--- src/hw/rtl/fsub_pkg.sv ---
// shared constants and types for the first substring match block
package fsub_pkg;

	localparam int MAX_PATTERN = 16;
	localparam int MAX_TEXT    = 4096;

	localparam int CHAR_W = 8;
	localparam int OFF_W  = 12;
	localparam int LEN_W  = $clog2(MAX_PATTERN + 1);
	localparam int POS_W  = $clog2(MAX_TEXT + 1);

	localparam logic OP_PATTERN = 1'b0;
	localparam logic OP_TEXT    = 1'b1;

	// controls common to every cell of the chain
	typedef struct packed {
		logic step;
		logic clr;
	} fsub_ctrl_t;

endpackage

--- src/hw/rtl/fsub_cell.sv ---
// one cell of the match chain: a pattern byte and its partial match bit
module fsub_cell (
	input  logic                     clk,
	input  logic                     arst_n,
	input  fsub_pkg::fsub_ctrl_t     ctrl,
	input  logic                     wr_en,
	input  logic                     active,
	input  logic                     tail,
	input  logic [fsub_pkg::CHAR_W-1:0] char_code,
	input  logic                     prev_hit,
	output logic                     hit,
	output logic                     tail_hit
);
	import fsub_pkg::*;

	logic [CHAR_W-1:0] store_q;
	logic              hit_q;
	logic              hit_next;

	// pattern byte held by this cell
	always_ff @(posedge clk) begin
		if (wr_en) begin
			store_q <= char_code;
		end
	end

	// partial match: neighbor matched up to here and this byte agrees
	assign hit_next = prev_hit && active && (store_q == char_code);

	always_ff @(posedge clk or negedge arst_n) begin
		if (!arst_n) begin
			hit_q <= 1'b0;
		end else if (ctrl.clr) begin
			hit_q <= 1'b0;
		end else if (ctrl.step) begin
			hit_q <= hit_next;
		end
	end

	assign hit      = hit_q;
	assign tail_hit = hit_next && tail;

endmodule

--- src/hw/rtl/first_substring_match.sv ---
// top level: pattern loader, text counter, cell chain and result register
//
//  channel | signals                                        | direction
//  --------+------------------------------------------------+----------
//  in      | in_valid, in_ready, op, char_code, last        | input item
//  out     | out_valid, out_ready, found, match_offset,     | result item
//          | pattern_error, text_overflow                   |
//
// one item per cycle while in_ready is high: on each stepped text item every cell compares its
// byte with the text byte and takes its neighbor's match bit in the same cycle the item is accepted.
// a result appears in the output register the cycle after the final text item.
// in_ready drops only while a result waits and out_ready is low.
// arst_n clears control state and match bits; pattern bytes need a reload.
module first_substring_match (
	input  logic                          clk,
	input  logic                          arst_n,
	input  logic                          in_valid,
	output logic                          in_ready,
	input  logic                          op,
	input  logic [fsub_pkg::CHAR_W-1:0]   char_code,
	input  logic                          last,
	output logic                          out_valid,
	input  logic                          out_ready,
	output logic                          found,
	output logic [fsub_pkg::OFF_W-1:0]    match_offset,
	output logic                          pattern_error,
	output logic                          text_overflow
);
	import fsub_pkg::*;

	logic [LEN_W-1:0] len_q;
	logic             ovf_q;
	logic             done_q;
	logic [POS_W-1:0] pos_q;
	logic             seen_q;
	logic [OFF_W-1:0] first_q;
	logic             sat_q;
	logic             out_valid_q;
	logic             found_q;
	logic [OFF_W-1:0] offset_q;
	logic             perr_q;
	logic             tovf_q;

	logic             acc;
	logic             pat_acc;
	logic             txt_acc;
	logic             perr;
	logic             at_limit;
	logic             room;
	logic [LEN_W-1:0] wr_idx;
	logic             new_match;
	logic [OFF_W-1:0] cand_off;
	logic             clr_text;
	fsub_ctrl_t       ctrl;

	logic [MAX_PATTERN-1:0] hits;
	logic [MAX_PATTERN-1:0] tail_hits;
	logic [MAX_PATTERN:0]   chain;

	// handshake
	assign in_ready = !out_valid_q || out_ready;
	assign acc      = in_valid && in_ready;
	assign pat_acc  = acc && (op == OP_PATTERN);
	assign txt_acc  = acc && (op == OP_TEXT);

	// job status
	assign perr     = (len_q == '0) || ovf_q;
	assign at_limit = (pos_q >= POS_W'(MAX_TEXT));
	assign room     = done_q || (len_q < LEN_W'(MAX_PATTERN));
	assign wr_idx   = done_q ? '0 : len_q;
	assign clr_text = (pat_acc && done_q) || (txt_acc && last);

	assign ctrl.step = txt_acc && !at_limit && !perr;
	assign ctrl.clr  = clr_text;

	// chain of cells, the partial match bit moves one cell per text item
	assign chain[0] = 1'b1;

	for (genvar i = 0; i < MAX_PATTERN; i++) begin : g_cell
		fsub_cell u_cell (
			.clk       (clk),
			.arst_n    (arst_n),
			.ctrl      (ctrl),
			.wr_en     (pat_acc && room && (wr_idx == LEN_W'(i))),
			.active    (LEN_W'(i) < len_q),
			.tail      (LEN_W'(i + 1) == len_q),
			.char_code (char_code),
			.prev_hit  (chain[i]),
			.hit       (hits[i]),
			.tail_hit  (tail_hits[i])
		);
		assign chain[i+1] = hits[i];
	end

	// first full match and its start offset
	assign new_match = ctrl.step && !seen_q && (|tail_hits);
	assign cand_off  = OFF_W'(pos_q) - OFF_W'(len_q) + OFF_W'(1);

	// pattern state
	always_ff @(posedge clk or negedge arst_n) begin
		if (!arst_n) begin
			len_q  <= '0;
			ovf_q  <= 1'b0;
			done_q <= 1'b0;
		end else if (pat_acc) begin
			if (done_q) begin
				len_q  <= LEN_W'(1);
				ovf_q  <= 1'b0;
				done_q <= last;
			end else begin
				if (len_q < LEN_W'(MAX_PATTERN)) begin
					len_q <= len_q + LEN_W'(1);
				end else begin
					ovf_q <= 1'b1;
				end
				done_q <= last;
			end
		end else if (txt_acc) begin
			done_q <= 1'b1;
		end
	end

	// text state
	always_ff @(posedge clk or negedge arst_n) begin
		if (!arst_n) begin
			pos_q   <= '0;
			seen_q  <= 1'b0;
			first_q <= '0;
			sat_q   <= 1'b0;
		end else if (clr_text) begin
			pos_q   <= '0;
			seen_q  <= 1'b0;
			first_q <= '0;
			sat_q   <= 1'b0;
		end else if (txt_acc) begin
			if (at_limit) begin
				sat_q <= 1'b1;
			end else begin
				pos_q <= pos_q + POS_W'(1);
			end
			if (new_match) begin
				seen_q  <= 1'b1;
				first_q <= cand_off;
			end
		end
	end

	// result register
	always_ff @(posedge clk or negedge arst_n) begin
		if (!arst_n) begin
			out_valid_q <= 1'b0;
		end else if (txt_acc && last) begin
			out_valid_q <= 1'b1;
		end else if (out_ready) begin
			out_valid_q <= 1'b0;
		end
	end

	always_ff @(posedge clk) begin
		if (txt_acc && last) begin
			found_q  <= (seen_q || new_match) && !perr;
			offset_q <= perr ? '0 : (seen_q ? first_q : (new_match ? cand_off : '0));
			perr_q   <= perr;
			tovf_q   <= sat_q || at_limit;
		end
	end

	assign out_valid     = out_valid_q;
	assign found         = found_q;
	assign match_offset  = offset_q;
	assign pattern_error = perr_q;
	assign text_overflow = tovf_q;

endmodule
--- config.mk ---
export PLATFORM = sky130hd
export DESIGN_NAME = first_substring_match
export DESIGN_NICKNAME = d
export VERILOG_FILES = /design/src/hw/rtl/fsub_pkg.sv /design/src/hw/rtl/fsub_cell.sv /design/src/hw/rtl/first_substring_match.sv
export SDC_FILE = /design/constraint.sdc
export NUM_CORES = 1
export LEC_CHECK = 0
export ABC_AREA = 0
export CAP_MARGIN = 0
export CORE_MARGIN = 4
export CORE_UTILIZATION = 58
export CTS_BUF_LIST = sky130_fd_sc_hd__clkbuf_8 sky130_fd_sc_hd__clkbuf_16
export CTS_CLUSTER_DIAMETER = 150
export DETAILED_ROUTE_END_ITERATION = 8
export DONT_BUFFER_PORTS = 1
export HOLD_SLACK_MARGIN = 0.05
export PLACE_DENSITY = 0.76
export SYNTH_ARGS = -nofsm -noshare
export SYNTH_HDL_FRONTEND = slang
export SYNTH_HIERARCHICAL = 1
export SYNTH_SLANG_ARGS = --single-unit
--- constraint.sdc ---
create_clock -name clk -period 2.9 [get_ports clk]
set_input_delay 0.58 -clock clk [delete_from_list [all_inputs] [get_ports clk]]
set_output_delay 0.58 -clock clk [all_outputs]
set_load 0.02 [all_outputs]
Yosys cells after proc, flatten, opt, wreduce, memory -nomap -nowiden
Index checks and enable logic that the tools add are counted.
- output and inout bits: 17
- bits of input ports: 14
- register bits after elaboration: 193
- logic and storage cells: 267
- add/subtract/negate cells: 4
- equal/unequal tests: 49
- bitwise operators: 1
- reduce and logical (&&, ||, !) cells: 99
- $lt $le $gt $ge: 18
- multiplexer cells: 53
- operator list (kind ; count):
    $eq A8 B8 Y1 ; 16
    $logic_and A1 B1 Y1 ; 74
    $mux W12 ; 5
    $mux W1 ; 42
    $eq A4 B5 Y1 const A ; 8
    $eq A5 B4 Y1 const B ; 8
    $lt A4 B5 Y1 const A ; 8
    $mux W13 ; 3
    $eq A3 B5 Y1 const A ; 4
    $eq A5 B3 Y1 const B ; 4
    $lt A3 B5 Y1 const A ; 4
    $reduce_or A16 Y1 ; 1
    $mux W5 ; 3
    $reduce_bool A2 Y1 ; 7
    $add A13 B1 Y13 const B ; 1
    $ge A13 B13 Y1 const B ; 1
    $add A12 B1 Y12 const B ; 1
    $sub A12 B5 Y12 ; 1
    $eq A2 B5 Y1 const A ; 2
    $eq A5 B2 Y1 const B ; 2
    $logic_not A5 Y1 ; 2
    $lt A1 B5 Y1 const A ; 2
    $lt A2 B5 Y1 const A ; 2
    $reduce_and A2 Y1 ; 5
    other kinds (10) ; 18

Depth between registers and ports, before layout
Gate-level depths: netlist (run 1).
- depth after elaboration: 11
- depth in mapped cells: 16

By module
The synthesis (run 1) kept the hierarchy.
- modules (own cells, without submodules) (module ; cells each ; times used ; sequential area each (um^2) ; area an instance (um^2)):
    fsub_cell ; 27 ; 16 ; 265.3 ; 389.1
    first_substring_match ; 373 ; 1 ; 1326.3 ; 3248.1

Worst setup path after synthesis (run 1)
No wires, ideal clock.
- path type: register to register
- start: register len_q[2]
- end: register first_q[11]
- buffers on the path: 3
- stages on the path, launching flop included: 15
- data arrival time: 2988 ps
- library setup time: 82 ps
- setup slack: -170 ps
- clock period less this slack: 3070 ps
- cell sequence: dfrtp_1 clkbuf_1 nand2_1 clkbuf_1 o21ai_0 nand2_1 nor4_2 nand2_1 nor2_1 nor4_1 and4_1 or4_1 buf_2 or4_4 a31oi_1
- cells in the longest elaborated chain, start to end: 8
- elaborated cells on any way between the ends: 93
- those cells by class: add/sub: 2; order compare: 16; eq/ne: 16; mux: 3; reduce/logical: 56
- RTL lines (item ; RTL line ; source):
    from (decl) ; first_substring_match.sv:31 ; logic [LEN_W-1:0] len_q;
    from (signal assigned) ; first_substring_match.sv:112 ; len_q <= len_q + LEN_W'(1);
    $lt A4 B5 Y1 ; first_substring_match.sv:85 ; .active (LEN_W'(i) < len_q),
    $logic_and A1 B1 Y1 (2 in a row) ; fsub_cell.sv:28 ; assign hit_next = prev_hit && active && (store_q == char_code);
    $logic_and A1 B1 Y1 * ; fsub_cell.sv:41 ; assign tail_hit = hit_next && tail;
    via tail_hits[13] ; first_substring_match.sv:57 ; logic [MAX_PATTERN-1:0] tail_hits;
    $reduce_or A16 Y1 * ; first_substring_match.sv:96 ; assign new_match = ctrl.step && !seen_q && (|tail_hits);
    $logic_and A1 B1 Y1 * ; first_substring_match.sv:96 ;
    $reduce_bool A2 Y1 (no line) * ; n/a ;
    $reduce_and A2 Y1 (no line) * ; n/a ;
    to (signal assigned) ; first_substring_match.sv:143 ; first_q <= cand_off;
    to (decl) ; first_substring_match.sv:36 ; logic [OFF_W-1:0] first_q;
The timed path passes the listed nets; every way through them passes the cells marked *. The select of a mux whose other input is x is not followed.
A chain may end at the register's enable or synchronous reset.

Worst setup path after layout (run 1)
Same ends and word-level chain as after synthesis.

==> impl.org, run 1 <==
** Job
- Across the run, the number of max-cap violations was 0.

** Critical path
- In this run the critical register-to-register path is captured at first_q[11].
- Stage delay of the slowest cell on the critical path :: 540 ps
- Highest-delay cell along the critical path :: sky130_fd_sc_hd__or4_4
- Data arrives at the worst endpoint at ~3300 ps.
- The worst setup path is launched from a flip-flop.
- In this run the register-to-register setup slack is -40 ps.
- Together, buffers and inverters on the worst path number 1.
- In this run the critical register-to-register path is launched from len_q[2].
- CP Depth :: 12
- CP Max Fanout :: 7
- The most critical setup path has its startpoint at len_q[2].
- Data required time at the worst endpoint :: 3250 ps
- On the critical path the largest part of the delay comes from simple AND/OR/NAND/NOR gates.
- The most critical setup path has its endpoint at first_q[11].
- STA classifies the critical path endpoint as a flip-flop.
- Series of cell instances along the critical path :: buf_6 > nand2_4 > o21ai_2 > nand2_1 > nor4_2 > nand2_1 > nor2_2 > nor4_2 > and4_4 > or4_4 > or4_4 > a31oi_1
- Worst Setup Path Type :: flip-flop to flip-flop
- Depth of the most critical reg-to-reg path :: 12

** STA
- The count of final max-slew check failures was 0.
- The number of endpoints with negative hold slack in the final report came to 0.
- Final Hold Slack :: 238 ps
- Min Tclk post-route :: 2940 ps
- Of the available clock period, the critical path in the final layout requires 1.01.
- Count of final setup violators :: 2
- Clock skew on the completed layout was measured at between 10 and 15 ps.
- Static timing analysis puts the maximum clock frequency at about 340 MHz.
- Normalized max-slew margin :: 0.477
- At the pin with the least slew margin, the transition time is a little under 800 ps.
- Setup repair after global routing could not meet its margin everywhere.
- Final Worst Setup Slack :: -42.1 ps

** Floorplanning
- For this configuration, the core starts out at a cell density of 0.594.
- The floorplan step defined a die boundary enclosing 0.0184 sq mm.
- The die is approximately 140 um wide.
- Core box area :: 0.0159 sq mm
- Pin placement for this block handled 31 I/O pins.
- Die Y-Extent :: 136 um
- Site Rows :: 46

** Detailed routing
- WL final :: a little over 20000 um
- Drt via density :: approximately 5.7
- In the routed design, unresolved DRC markers number 0.
- The first routing iteration left 393 violations.
- Dividing the detail-routed wire length by the instance count gives around 18 um.
- Total via count after detailed routing :: roughly 6300
- Once detail routing completed, the nets flagged for antenna violations numbered 0.
- Initial DRT Pass Iterations :: 5

** Finish
- Fin nets :: slightly above 900
- Most common cell after layout, fill and taps aside :: sky130_fd_sc_hd__edfxtp_1
- Share of layout cells above drive strength 1 :: 0.201
- Area delta synth->final :: 18.3%
- 0 antenna diodes ended up in the layout.
- Filler Cells Inserted :: 1141
- For this run, the share of the core covered by cells in the final layout is 0.702.
- In the layout the commonest cells are sky130_fd_sc_hd__edfxtp_1, sky130_fd_sc_hd__xor2_1, sky130_fd_sc_hd__nand2_1, sky130_fd_sc_hd__nor2_1, sky130_fd_sc_hd__buf_4.

** Global routing
- The first global-routing pass estimated about 33000 um of wire.
- Pin count of the biggest net entering global routing :: 51
- Initial antenna violation count :: 0
- Global routing finished with a remaining overflow of 0.
- The number of global-route vias before repair is around 6400.
- Across every metal layer, demand over resource in global routing totals 0.228.

** Clock tree
- TritonCTS built the clock tree.
- Sinks on Clock Net :: 193
- Insertion delay to the later sink of the worst-skew pair :: 440 ps
- Max clock buf depth :: 2
- Num CTS Buffers :: 17
- Clock-pin transition on the worst setup and hold timing paths :: 80 ps
- Maximum level of the CTS H-tree :: 4
- CTS Root Buffer Type :: sky130_fd_sc_hd__clkbuf_16

** Status
- The checks that failed: negative setup slack.
- Result of the run :: finished with violations

** Yosys
- Netlist Area Pre-Place :: roughly 0.0094 sq mm
- Counting every net in the synthesized netlist gives 844.
- Cell count after synthesis :: 800
- The Yosys step of the flow raised 6 warnings.
- In this run the mean area of a mapped cell was 11.8 sq um.

** Placed design
- GP Congestion :: just over 0.9
- Input and output buffers added on the ports amount to 0.
- Final HPWL from detailed placement :: 13300 um

** Hold path
- In this run the worst hold path is classified as input pin to flip-flop.
- The worst hold path was traced through 0 stages.

** Power
- Leakage power of the design :: 4.08 nW
- For this design the ratio of total power to cell area is ~660 mW/mm^2.
- Worst VDD drop :: just under 0.6 mV
- The completed layout was analyzed and its total power is 0.00736 W.
state kept, by name, summed over array words and instances (netlist names), 5 cells and up:
signal / count
len_q: 5
match_offset: 12
first_q: 12
g_cell.u_cell/hit: 15
pos_q: 13
g_cell.u_cell/store_q: 128
metal layers:
layer,part of all wire,global-route usage,up-vias
li1,-,-,2957
met1,0.42,0.289,3100
met2,0.52,0.395,154
met3,0.037,0.0487,39
met4,0.022,0.0689,0
met5,0,0,-
final cells by class:
cell class | instances | area (sq um) | area share
Sequential cell | 193 | 5550 | 0.498
Multi-Input combinational cell | 563 | 4040 | 0.362
Timing Repair Buffer | 71 | 591 | 0.0529
Clock inverter | 15 | 166 | 0.0149
Tap cell | 216 | 270 | 0.0242
Inverter | 28 | 110 | 0.00987
Clock buffer | 17 | 425 | 0.0381
power breakdown:
group	switching [W]	internal, W
logic	0.00103	0.000853
registers	0.000112	0.00308
clock network	0.00113	0.00115
total	0.00228	0.00508
metrics by stage:
stage | std cells | setup TNS (ps) | cell area, sq um | worst slack, ps
5_1_grt | 1103 | -354 | 11200 | -138
3_5_place_dp | 1053 | -9510 | 10000 | -504
2_1_floorplan | 800 | 0 | 9440 | 1.20
6_report | 1103 | -65.4 | 11200 | -42.1
3_3_place_gp | 1053 | -5450 | 10000 | -318
4_1_cts | 1092 | 0 | 10900 | 1.59
timing repair:
action	CTS	global route
hold buffers	2	0
endpoints found under the hold margin	50	0
gates resized for setup	42	40
pin swaps	23	28
setup buffers	5	11
setup endpoints to repair	25	21
gates cloned	0	0
worst reg2reg max path, cell delays in order (launching register included):
cell                      delay, ps
sky130_fd_sc_hd__dfrtp_1        420
sky130_fd_sc_hd__buf_6          130
sky130_fd_sc_hd__nand2_4         70
sky130_fd_sc_hd__o21ai_2        120
sky130_fd_sc_hd__nand2_1         90
sky130_fd_sc_hd__nor4_2         320
sky130_fd_sc_hd__nand2_1        120
sky130_fd_sc_hd__nor2_2         140
sky130_fd_sc_hd__nor4_2          60
sky130_fd_sc_hd__and4_4         200
sky130_fd_sc_hd__or4_4          460
sky130_fd_sc_hd__or4_4          540
sky130_fd_sc_hd__a31oi_1        170
how the worst min path moves through the flow:
stage,startpoint,end,slack (ps)
floorplan,arst_n,done_q,280
global placement,arst_n,first_q[5],290
detailed placement,arst_n,first_q[2],290
CTS,char_code[7],g_cell[7].u_cell/store_q[7],220
global route,char_code[7],g_cell[7].u_cell/store_q[7],210
finish,char_code[7],g_cell[7].u_cell/store_q[7],240
No activity file was read; power rests on OpenSTA's default activity.
==> run 2: changes to the inputs <==
- CTS_BUF_LIST: sky130_fd_sc_hd__clkbuf_8 sky130_fd_sc_hd__clkbuf_16 -> unset
- SKIP_LAST_GASP: unset -> 1
==> run 2 against run 1 <==
- the flow still finishes with violations (negative setup slack)
- clock power about the same
- die area unchanged
- first-iteration DRC count increased by 4.6%
- largest power group unchanged
==> impl.org, run 2 (synthesis results as in run 1) <==
** Finish
- Highest-count cells in the layout ignoring fill and taps :: sky130_fd_sc_hd__edfxtp_1, sky130_fd_sc_hd__xor2_1, sky130_fd_sc_hd__nand2_1, sky130_fd_sc_hd__nor2_1, sky130_fd_sc_hd__buf_4
- 0 antenna diodes ended up in the layout.
- Filler Cells Inserted :: 1144
- From synthesis to final layout, the design area changed by 18.2%.
- In the final design database the tool counted 918 nets.
- Most flops, register :: g_cell.u_cell/store_q
- Number of flip-flops under the largest register name :: ~130
- Most common cell after layout, fill and taps aside :: sky130_fd_sc_hd__edfxtp_1
- Share of layout cells above drive strength 1 :: 0.200

** Power
- For this design the total switching power over the nets is 0.00227 W.
- Of the total power, the clock network draws 0.311.
- Dividing total power by cell area gives a power density of about 660 mW/mm^2.
- VDD sags by at most 0.558 mV.
- Proportion of total power due to net switching :: 0.308
- Logic pwr share :: 0.256
- The analysis attributes to cell leakage a power of around 4.1 nW.
- Seq pwr share :: 0.434
- Internal power contribution :: approximately 0.0051 W

** Floorplanning
- Initial core utilization :: 0.594
- Site Rows :: 46
- Die Y-Extent :: 136 um
- Width of the die :: 136 um
- After floorplanning, the core was sized to cover 0.0159 sq mm.
- The die covers 0.0184 sq mm.
- Number of top-level pins :: 31

** Detailed routing
- In the routed design, unresolved DRC markers number 0.
- Dividing the detail-routed wire length by the instance count gives between 15 and 20 um.
- Total via count after detailed routing :: 6240
- Before antenna repair, the detailed router went through 5 iterations.
- Once detail routing completed, the nets flagged for antenna violations numbered 0.
- Initial detailed-routing violation count :: 411
- Dividing the detail-routed via count by the number of cells gives 5.66.
- Wires add up to between 20000 and 25000 um.

** STA
- Normalized max-slew margin :: 0.481
- Derived from the worst setup path, the maximum achievable clock frequency is ~340 MHz.
- Min Tclk post-route :: around 2900 ps
- For the pin with the worst max-slew slack, the measured transition is 778 ps.
- Post-route fraction of the period consumed by the critical path :: 1.02
- Setup violations remaining at the end of the flow were counted as 2.
- Hold timing on the final database bottoms out at a slack of 237 ps.
- Final-layout setup total negative slack :: -68.0 ps
- Number of pins exceeding their max-slew limit in the final report :: 0
- Number of failing hold endpoints at the final stage :: 0
- Setup repair after global routing missed its margin :: yes
- Final Worst Setup Slack :: -43.6 ps
- Clock tree skew after final layout :: about 11 ps

** Critical path
- CP Max Fanout :: 7
- For the worst setup path, the data required time is around 3300 ps.
- CP Capture Type :: flip-flop
- Critical path launch point type :: flip-flop
- Worst Setup Path Type :: flip-flop to flip-flop
- Worst path arrival time :: 3300 ps

** Status
- Failing checks :: negative setup slack
- The flow ran to the end, but the final reports show violations.

** Clock tree
- CTS Root Buffer Type :: sky130_fd_sc_hd__clkbuf_16
- The tree built by TritonCTS fans out to between 150 and 200 sinks.
- The clock passes through at most 2 buffers.
- Clock-pin transition on the worst setup and hold timing paths :: 80 ps
- Insertion delay to the later sink of the worst-skew pair :: approximately 440 ps
- TritonCTS clock tree :: yes
- The H-tree was split into 4 levels.
- Num CTS Buffers :: 17

** Global routing
- Overflow left after global routing :: 0
- Pin count of the biggest net entering global routing :: 51
- Initial antenna violation count :: 0
- Across every metal layer, demand over resource in global routing totals 0.228.
- The first global-routing pass estimated 32600 um of wire.
- The number of global-route vias before repair was 6364.

** Hold path
- Worst min path class :: input pin to flip-flop

** Placed design
- Final HPWL from detailed placement :: 13300 um
- Count of port buffers added during placement :: 0
- GP Congestion :: 0.912

** Job
- Max-cap violations in this run came to 0.
[run 2: critical path: stages (launching register included)]
cell and delay [ps]:
sky130_fd_sc_hd__dfrtp_1 430, sky130_fd_sc_hd__buf_6 140, sky130_fd_sc_hd__nand2_4 70, sky130_fd_sc_hd__o21ai_2 120, sky130_fd_sc_hd__nand2_1 90, sky130_fd_sc_hd__nor4_2 330
sky130_fd_sc_hd__nand2_1 120, sky130_fd_sc_hd__nor2_2 140, sky130_fd_sc_hd__nor4_2 60, sky130_fd_sc_hd__and4_4 200, sky130_fd_sc_hd__or4_4 470, sky130_fd_sc_hd__or4_4 540
sky130_fd_sc_hd__a31oi_1 170
[run 2: power groups by stage]
stage	Sequential, W	Combinational [W]	Clock [W]
after detailed placement	0.00322	0.00143	0
after CTS	0.00318	0.00160	0.00232
final	0.00319	0.00188	0.00228
after global routing	0.00320	0.00203	0.00244
after floorplan	0.00319	0.000879	0
after global placement	0.00321	0.00143	0
[run 2: routing by layer]
metal	vias up	part of all wire	GRT usage
met5	-	0	0
met4	0	0.019	0.0689
met3	28	0.039	0.0487
met2	169	0.52	0.395
met1	3078	0.42	0.289
li1	2965	-	-
[run 2: path summary, 6_finish.rpt]
kind                              start                           to  slack [ps]  cells past startpoint
max                            len_q[2]                  first_q[11]         -40                     12
min                        char_code[7]  g_cell[7].u_cell/store_q[7]         240                      0
max reg2reg                    len_q[2]                  first_q[11]         -40                     12
min reg2reg                       sat_q                        sat_q         490                      2
max in group asynchronous        arst_n                     len_q[4]        1940                      2
min in group asynchronous        arst_n                   first_q[8]         720                      2
[run 2: area by class of cell]
class                           instances  area (sq um)  share of cell area
Inverter                               28           110             0.00988
Sequential cell                       193          5550               0.498
Timing Repair Buffer                   71           591              0.0530
Clock inverter                         15           166              0.0149
Clock buffer                           17           425              0.0382
Multi-Input combinational cell        563          4030               0.362
Tap cell                              216           270              0.0243
[run 2: per-stage QoR]
| stage | instances | area (sq um) | worst slack, ps | utilization | total power, W |
|---|---|---|---|---|---|
| floorplan | 800 | 9440 | 1.20 | - | 0.00407 |
| global placement | 1053 | 10000 | -318 | 0.632 | 0.00464 |
| detailed placement | 1053 | 10000 | -504 | 0.632 | 0.00465 |
| CTS | 1092 | 10900 | 1.59 | 0.684 | 0.00710 |
| global route | 1103 | 11100 | -137 | 0.702 | 0.00766 |
| finish | 1103 | 11100 | -43.6 | 0.702 | 0.00735 |
[run 2: timing repair]
action,in CTS,in global routing
gates resized for setup,42,38
hold buffers,2,0
hold endpoints to repair,50,0
pin swaps,23,28
setup buffers,5,11
endpoints found under the setup margin,25,21
==> run 3: changes to the inputs <==
- CELL_PAD_IN_SITES_DETAIL_PLACEMENT: unset -> 1
- CELL_PAD_IN_SITES_GLOBAL_PLACEMENT: unset -> 1
- CORE_UTILIZATION: 58 -> 56
- PLACE_DENSITY: 0.76 -> unset
- PLACE_DENSITY_LB_ADDON: unset -> 0.1
- clock period: 2.9 -> 3.8 ns (I/O delays scaled with it)
==> run 3 against run 2 <==
- the flow now finishes without violations
- sequential power decreased by 22%
- maximum frequency decreased by 16%
- routed wire length increased by 8.5%
- setup slack improved by 340 ps
- register-to-register slack improved by 340 ps
- total power decreased by 30%
- worst hold slack got worse by 43 ps
- final cell count decreased by 5.3%
- non-clock buffer count decreased by 63
- utilization decreased by 7.5 points
- design area decreased by 7.1%
- critical path type unchanged
- highest routed layer unchanged
==> impl.org, run 3 (synthesis results as in run 1) <==
** Status
- The flow ran to the end, and the final reports show no timing, DRC or antenna violations.

** Detailed routing
- The first detailed-routing pass took 4 iterations.
- Drt via density :: roughly 5.8
- Total via count after detailed routing :: 6072
- WL final :: 21700 um
- The first routing iteration left 335 violations.
- After detailed routing, the number of remaining DRC violations is 0.
- Residual antenna-violating net count after detailed routing :: 0
- WL per Instance :: between 20 and 25 um

** Finish
- Most flops, register :: g_cell.u_cell/store_q
- 0 antenna diodes ended up in the layout.
- In the final design database the tool counted between 800 and 900 nets.
- The library cell used most frequently in the layout, excluding fill and tap cells, is sky130_fd_sc_hd__edfxtp_1.
- Once layout is complete, the cells apart from fillers number around 1000.
- Registers take approximately 0.0056 sq mm.
- In the final layout, the share of cells above drive strength 1 is 0.0922.
- Area delta synth->final :: 9.77%
- Filler Cells Inserted :: 1673
- The finished cells cover 0.0103 sq mm.
- Summing all multi-input logic gate instances after layout gives 0.00374 sq mm.
- The register with the most flip-flops in the layout has 128 of them.
- Highest-count cells in the layout ignoring fill and taps :: sky130_fd_sc_hd__edfxtp_1, sky130_fd_sc_hd__xor2_1, sky130_fd_sc_hd__nand2_1, sky130_fd_sc_hd__nor2_1, sky130_fd_sc_hd__dfrtp_1
- At the end of the flow the core is filled with cells to 0.626.

** Clock tree
- Clock tree synthesis inserted a total of 17 buffers.
- CTS built an H-tree with a depth of 4.
- TritonCTS built the clock tree.
- The clock passes through at most 2 buffers.
- Sinks on Clock Net :: 193
- Clock-pin slew was measured on the worst setup and hold paths at 70 ps.
- Insertion delay to the later sink of the worst-skew pair :: between 400 and 500 ps
- Buffer count from post-CTS setup fixing :: 0
- CTS Root Buffer Type :: sky130_fd_sc_hd__clkbuf_16

** Global routing
- Entering global routing, the biggest net connects 61 pins.
- Global-route wire length before repair :: 35200 um
- The number of global-route vias before repair came to 6505.
- Initial antenna violation count :: 0
- Total global-route track usage :: 0.244
- Overflow left after global routing :: 0

** Critical path
- Kind of cell adding the most delay to the critical path :: simple AND/OR/NAND/NOR gates
- Series of cell instances along the critical path :: inv_1 > nand2_2 > nor2_1 > a21oi_1 > nand2_1 > nor4_2 > nand2_1 > nor2_1 > nor4_1 > and4_1 > or4_1 > or4_4 > a31oi_1
- Buffers & Inverters on Critical Path :: 1
- Critical Path Start :: len_q[2]
- STA classifies the critical path endpoint as a flip-flop.
- CP Max Fanout :: 13
- STA puts the critical path data required time at 4140 ps.
- Worst Setup Path Type :: flip-flop to flip-flop
- The worst setup path is launched from a flip-flop.
- For the worst setup path, the data arrival time is 3850 ps.
- The worst register-to-register path begins at len_q[2].
- Among all stages on the critical path, the largest delay is contributed by sky130_fd_sc_hd__or4_4.
- The setup check on the worst reg-to-reg path leaves a slack of 300 ps.
- Stage delay of the slowest cell on the critical path :: 570 ps

** Job
- Max-cap violations in this run came to 0.

** STA
- Derived from the worst setup path, the maximum achievable clock frequency is 285 MHz.
- Number of pins exceeding their max-slew limit in the final report :: 0
- Min Tclk post-route :: 3500 ps
- Clock tree skew after final layout :: 11.1 ps
- Setup repair after global routing missed its margin :: no
- For the final routed database, the setup TNS stands at 0 ps.
- For the pin with the worst max-slew slack, the measured transition is slightly above 1000 ps.
- Post-route fraction of the period consumed by the critical path :: 0.922
- Setup violations remaining at the end of the flow were counted as 0.
- The number of endpoints with negative hold slack in the final report came to 0.
- Normalized max-slew margin :: 0.321

** Placed design
- Area post-placement :: between 0.009 and 0.01 sq mm
- In this run the tool buffered the top-level ports with 0 buffer cells.
- Total instance count after detailed placement :: 1011
- Final HPWL from detailed placement :: 14300 um
- GP Congestion :: 0.858

** Power
- Pwr Density :: 499 mW/mm^2
- Leakage power of the design :: 3.71 nW
- Worst VDD drop :: 0.407 mV
- Total power for the finished layout comes to between 0.005 and 0.006 W.

** Floorplanning
- Die Y-Extent :: 138 um
- Core box area :: 0.0165 sq mm
- After floorplanning, the core was divided into 47 placement rows.
- For this configuration, the core starts out at a cell density of 0.571.
- In this run the count of I/O pins placed on the die edge is 31.
- Measured along the x axis, the die boundary spans 138 um.
- The floorplan step defined a die boundary enclosing roughly 0.019 sq mm.

** Hold path
- The tightest min-delay check is of the input pin to async pin type.
[run 3: final timing paths]
| kind | endpoint | cells after the start |
|---|---|---|
| max in group asynchronous | len_q[1] | 1 |
| max reg2reg | first_q[11] | 13 |
| min reg2reg | g_cell[13].u_cell/hit | 2 |
| min | pos_q[6] | 1 |
| max | first_q[11] | 13 |
| min in group clk | g_cell[4].u_cell/store_q[1] | 0 |
[run 3: power by group]
part           total, W  switching [W]  internal (W)
Combinational  0.000887       0.000595      0.000293
Clock           0.00180       0.000857      0.000939
Sequential      0.00248       0.000130       0.00235
[run 3: worst reg2reg max path, cell delays in order (launching register included)]
cell and delay (ps):
sky130_fd_sc_hd__dfrtp_2 500, sky130_fd_sc_hd__inv_1 190, sky130_fd_sc_hd__nand2_2 170, sky130_fd_sc_hd__nor2_1 110, sky130_fd_sc_hd__a21oi_1 200, sky130_fd_sc_hd__nand2_1 80, sky130_fd_sc_hd__nor4_2 270, sky130_fd_sc_hd__nand2_1 110
sky130_fd_sc_hd__nor2_1 120, sky130_fd_sc_hd__nor4_1 80, sky130_fd_sc_hd__and4_1 270, sky130_fd_sc_hd__or4_1 560, sky130_fd_sc_hd__or4_4 570, sky130_fd_sc_hd__a31oi_1 200
[run 3: cell type report]
type,instances,share of cell area
inverters,28,0.0105
clock buffers,17,0.0411
well taps,220,0.0266
clock inverters,15,0.0161
flip-flops and latches,193,0.536
multi-input cells,563,0.362
repair buffers,8,0.00774
[run 3: per-stage QoR]
stage               setup slack (ps)  hold slack (ps)
finish                           296              194
global route                    59.6              191
CTS                             22.6              186
detailed placement              -108              466
global placement                 117              466
floorplan                        730              454
[run 3: routing by layer]
metal | vias up | GRT usage | wire length (um)
met3 | 35 | 0.0409 | 731
met1 | 3085 | 0.303 | 9080
li1 | 2833 | - | -
met5 | - | 0 | 0
met2 | 119 | 0.434 | 11500
met4 | 0 | 0.0779 | 434
[run 3: timing repair]
item | CTS | global route
endpoints found under the hold margin | 50 | 0
resized for setup | 1 | 8
hold buffers | 1 | 0
endpoints found under the setup margin | 20 | 20
